### src/rtl/csia_pkg.sv
`default_nettype none

package csia_pkg;

  localparam int DATA_WIDTH = 32;
  localparam int ACC_WIDTH  = 2 * DATA_WIDTH;

  // Operation codes
  localparam logic [2:0] CMD_ADD = 3'd0;
  localparam logic [2:0] CMD_SUB = 3'd1;
  localparam logic [2:0] CMD_MUL = 3'd2;
  localparam logic [2:0] CMD_DIV = 3'd3;
  localparam logic [2:0] CMD_REM = 3'd4;

  // Status codes
  localparam logic [1:0] ST_OK      = 2'd0;
  localparam logic [1:0] ST_RANGE   = 2'd1;
  localparam logic [1:0] ST_DIVZERO = 2'd2;

  typedef struct packed {
    logic [2:0]                   cmd;
    logic signed [DATA_WIDTH-1:0] left_operand;
    logic signed [DATA_WIDTH-1:0] right_operand;
  } req_t;

  typedef struct packed {
    logic signed [DATA_WIDTH-1:0] result_value;
    logic [1:0]                   status;
  } rsp_t;

  // One pipeline stage: shared by the shift-add multiplier and the
  // restoring divider. acc holds the partial product or partial remainder,
  // work the multiplier bits or the dividend/quotient bits, opnd the
  // multiplicand or divisor magnitude.
  typedef struct packed {
    logic                  valid;
    logic [2:0]            cmd;
    logic [1:0]            status;
    logic                  neg;
    logic [ACC_WIDTH-1:0]  acc;
    logic [DATA_WIDTH-1:0] work;
    logic [DATA_WIDTH-1:0] opnd;
  } stage_t;

endpackage

`default_nettype wire

### src/rtl/csia_step.sv
`default_nettype none

module csia_step (
  input  logic            clk,
  input  logic            rst,
  input  logic            en,
  input  csia_pkg::stage_t d,
  output csia_pkg::stage_t q
);
  import csia_pkg::*;

  localparam int W = DATA_WIDTH;

  logic [W:0] trial;
  logic       ge;
  stage_t     nxt;

  // One bit of multiply (MSB first) or one bit of restoring divide
  always_comb begin
    trial = {d.acc[W-1:0], d.work[W-1]};
    ge    = trial >= {1'b0, d.opnd};
    nxt   = d;
    priority if (d.cmd == CMD_MUL) begin
      nxt.acc  = {d.acc[ACC_WIDTH-2:0], 1'b0}
               + {{W{1'b0}}, (d.work[W-1] ? d.opnd : {W{1'b0}})};
      nxt.work = {d.work[W-2:0], 1'b0};
    end else if (d.cmd == CMD_DIV || d.cmd == CMD_REM) begin
      nxt.acc  = {{(W-1){1'b0}}, (ge ? trial - {1'b0, d.opnd} : trial)};
      nxt.work = {d.work[W-2:0], ge};
    end else begin
      nxt = d;
    end
  end

  // Stage register; only valid is reset
  always_ff @(posedge clk) begin
    if (rst) begin
      q.valid <= 1'b0;
    end else if (en) begin
      q <= nxt;
    end
  end

endmodule

`default_nettype wire

### config.mk
export PLATFORM = sky130hd
export DESIGN_NAME = csia_step
export DESIGN_NICKNAME = d
export VERILOG_FILES = /design/src/rtl/csia_pkg.sv /design/src/rtl/csia_step.sv
export SDC_FILE = /design/constraint.sdc
export NUM_CORES = 1
export LEC_CHECK = 0
export ABC_CLOCK_PERIOD_IN_PS = 8600
export BUFFER_PORTS_ARGS = -buffer_cell sky130_fd_sc_hd__buf_2
export CELL_PAD_IN_SITES_DETAIL_PLACEMENT = 0
export CELL_PAD_IN_SITES_GLOBAL_PLACEMENT = 1
export CORE_UTILIZATION = 41
export DETAILED_ROUTE_END_ITERATION = 12
export GPL_TIMING_DRIVEN = 1
export HOLD_SLACK_MARGIN = 0.1
export PLACE_DENSITY = 0.83
export SLEW_MARGIN = 20
export SYNTH_ARGS = -nofsm -noshare
export SYNTH_HDL_FRONTEND = slang
export SYNTH_SLANG_ARGS = --single-unit
### constraint.sdc
create_clock -name clk -period 8.6 [get_ports clk]
set_input_delay 0 -clock clk [delete_from_list [all_inputs] [get_ports clk]]
set_output_delay 0 -clock clk [all_outputs]
set_load 0.05 [all_outputs]
==> results.cfg <==
[die]
core-area_um2 = 24320
ios = 273
dieArea_um2 = 25390
fp.dieW_um = 159.3
start_util_pct = 41.73
die_y_um = 159.3
rows = 57

[synthesis]
synthXorXnorAreaFrac_pct = 6.818
async_flop_share_pct = 0
netlist_top_cells_area = edfxtp_1, ha_1, xor2_1, mux2_2, xnor2_1
syn_area_um2 = 10150
yosysTopAreaCell = edfxtp_1
synth_top_area_share_pct = 39.65
synth-simple-area-share_pct = 15.53
synth_compound_area_share_pct = 19.26
synth_top_family_by_area = compound AO/OA/AOI/OAI gates
synth_edf_count = 134
synth_seq_area_share_pct = 39.85
yosysWarnings = 0
muxShareOfSynthArea_pct = 6.226
syn_avg_cell_area_um2 = 9.758
syn-num-nets = 1244
synthCells = 1040
ys_ff_latch = 135
synth_fa_ha_area_share_pct = 8.285
synth_top_flop_cell = edfxtp_1
synth_cell_types = 77

[sta]
period_share_pct = 54.67
slew_headroom_pct = 31.90
finalCriticalPeriod_ns = 4.702
hold_violations = 0
rsz0062_at_grt = no
skew_ns = 0
tns_ns = 0
worst_pin_slew_ns = 1.022
maxSlewViolCount = 0
fin_hold_ws_ns = 0.1176
fmax_mhz = 212.7
setup_viol = 0

[clocking]
cts.sinks = 135
cts_tree = yes
clk_path_buf_depth = 2
numCtsBuffers = 17
clk_pin_slew_worst_paths_ns = 0.06
clock_latency_ns = 0.42
cts_max_level = 4
root_buffer = clkbuf_16
post_cts_buffers = 0

[layout]
finalNetCount = 1668
largestRegisters = q (135)
drive_above_1_share_pct = 25.46
fin_util_pct = 57.95
insertedDiodeCount = 0
largest_reg_flops = 135
layout_commonest_cell = buf_2
top_register = q
layout_common_cells = buf_2, dlygate4sd3_1, edfxtp_1
area_growth_pct = 38.87

[critical_path]
crit_chain = dlygate4sd3_1, buf_2, inv_1, buf_4, nor2_1, ha_1, inv_1, fa_1, nand2b_1, a21oi_1, a2111oi_4, o41ai_2, a31o_1, a211o_2, nor3b_2, xnor2_1, o21ai_1, dlygate4sd3_1
worstSetupStartpoint = d[63]
slowest_delay_ns = 0.59
end_kind = register
cp_slowest_cell = o41ai_2
worstSetupPathType = input port to register
cp.arrival_ns = 4.86
reg2reg_from = q[134]$_SDFFE_PP0P_
setup.worst_path.start_class = input port
cp_data_required_time_ns = 8.76
crit_fanout = 32

[run]
drv_cap = 0

[power_and_ir_drop]
p_switching_w = 0.0008349
internal-power_w = 0.001513
p_clk_share_pct = 32.2
power.density_nw_per_um2 = 166.6
switching_share_pct = 35.56
p_seq_share_pct = 34.2
p_leak_nw = 6.084
vdd_drop_max_mv = 0.1044
comb_power_share_pct = 33.6

[global_routing]
gr-usage-met3_pct = 4.715
grt.overflow.total = 0
use_met1_pct = 32.70
grt_use_total_pct = 26.01
met2_usage_pct = 45.10
top_usage_layer = met2
grt_pass1_vias = 9887
grt_pass1_wl_um = 52290
grt_start_max_net_pins = 79
antenna_found_initial = 1

[drt]
drt_pass1_iterations = 6
drc_errors = 0
drtIter0Drc = 887
via_per_inst = 5.504
ant_nets = 0
routed_wl_um = 33280
wire_per_inst_um = 18.48
vias = 9912

[hold_path]
min_from = d[96]
holdCritPathClass = input port to register

[run_status]
outcome = finished, final reports clean

[place]
port_buffers = 272
place_congestion = 0.9186
dp_hpwl_um = 22750
worst paths after layout:
check / cells after the start / end / slack (ns)
min: 4 / q[98]$_DFFE_PP_ / 0.12
max reg2reg: 3 / q[134]$_SDFFE_PP0P_ / 7.45
min reg2reg: 3 / q[134]$_SDFFE_PP0P_ / 1.07
max: 18 / q[121]$_DFFE_PP_ / 3.90
per-layer routing:
layer / wire, µm / part of all wire [%]
met5: 13 / 0.039
met3: 1818 / 5.5
met2: 16280 / 49
met4: 788 / 2.4
met1: 14370 / 43
cell families (layout without fill, tap and decap cells):
family | count (synthesis) | after routing
AOI/OAI and AO/OA | 291 | 291
xor gates and xnor gates | 79 | 79
adders and majority gates | 66 | 66
buffers and inverters | 99 | 536
DFF | 135 | 135
muxes | 59 | 59
and+or+nand+nor | 311 | 311
worst max-delay path: cells and delay by family:
| kind | cells | cell delay, ns |
|---|---|---|
| xor gates and xnor gates | 1 | 0.14 |
| buffers and inverters | 6 | 1.64 |
| AOI/OAI and AO/OA | 6 | 1.89 |
| adders and majority gates | 2 | 0.59 |
| and+or+nand+nor | 3 | 0.60 |
timing repair:
action,in CTS,in global routing
hold buffers,171,0
endpoints found under the hold margin,134,0
endpoints found under the setup margin,0,0
gates resized for setup,0,0
synth_stat cells (5+ instances only):
| master | instances |
|---|---|
| a211o_1 | 5 |
| a211oi_1 | 12 |
| a21o_1 | 28 |
| a21oi_1 | 59 |
| a22oi_1 | 18 |
| a31oi_1 | 13 |
| and2_1 | 9 |
| and3_1 | 19 |
| buf_2 | 6 |
| clkbuf_1 | 34 |
| edfxtp_1 | 134 |
| ha_1 | 64 |
| inv_1 | 53 |
| mux2_2 | 32 |
| mux2i_1 | 26 |
| nand2_1 | 73 |
| nand2b_1 | 8 |
| nand3_1 | 50 |
| nand3_2 | 8 |
| nand4_1 | 20 |
| nor2_1 | 72 |
| nor2b_1 | 8 |
| nor3_1 | 10 |
| nor4_1 | 5 |
| o211ai_1 | 8 |
| o21a_1 | 9 |
| o21ai_0 | 37 |
| o21ai_1 | 42 |
| o21bai_1 | 8 |
| o221ai_1 | 7 |
| o31ai_1 | 5 |
| or3_1 | 8 |
| xnor2_1 | 35 |
| xor2_1 | 44 |
metrics by stage:
stage / total power, W / setup slack, ns / cell area [µm²] / cells
5_1_grt: 0.002443 / 3.764 / 14090 / 1801
4_1_cts: 0.002354 / 4.072 / 14090 / 1801
6_report: 0.002348 / 3.898 / 14090 / 1801
3_5_place_dp: 0.001517 / 4.722 / 11780 / 1598
2_1_floorplan: 0.001333 / 2.008 / 10150 / 1040
3_3_place_gp: 0.001514 / 4.869 / 11780 / 1598
layout make-up:
type / count / area, µm²
Clock buffer: 18 / 429.2
Clock inverter: 14 / 165.2
Fill cell: 2156 / 10230
Inverter: 53 / 198.9
Multi-Input combinational cell: 806 / 5718
Sequential cell: 135 / 4044
Tap cell: 324 / 405.4
Timing Repair Buffer: 451 / 3133
power groups by stage:
stage	logic [W]	clock network, W	registers [W]
after floorplan	0.000334	0	0.000999
after global routing	0.000843	0.000792	0.000807
final	0.000789	0.000756	0.000803
after detailed placement	0.000701	0	0.000816
after CTS	0.000778	0.000773	0.000803
after global placement	0.000698	0	0.000816
Note: power is estimated with default switching activity, not from simulation.
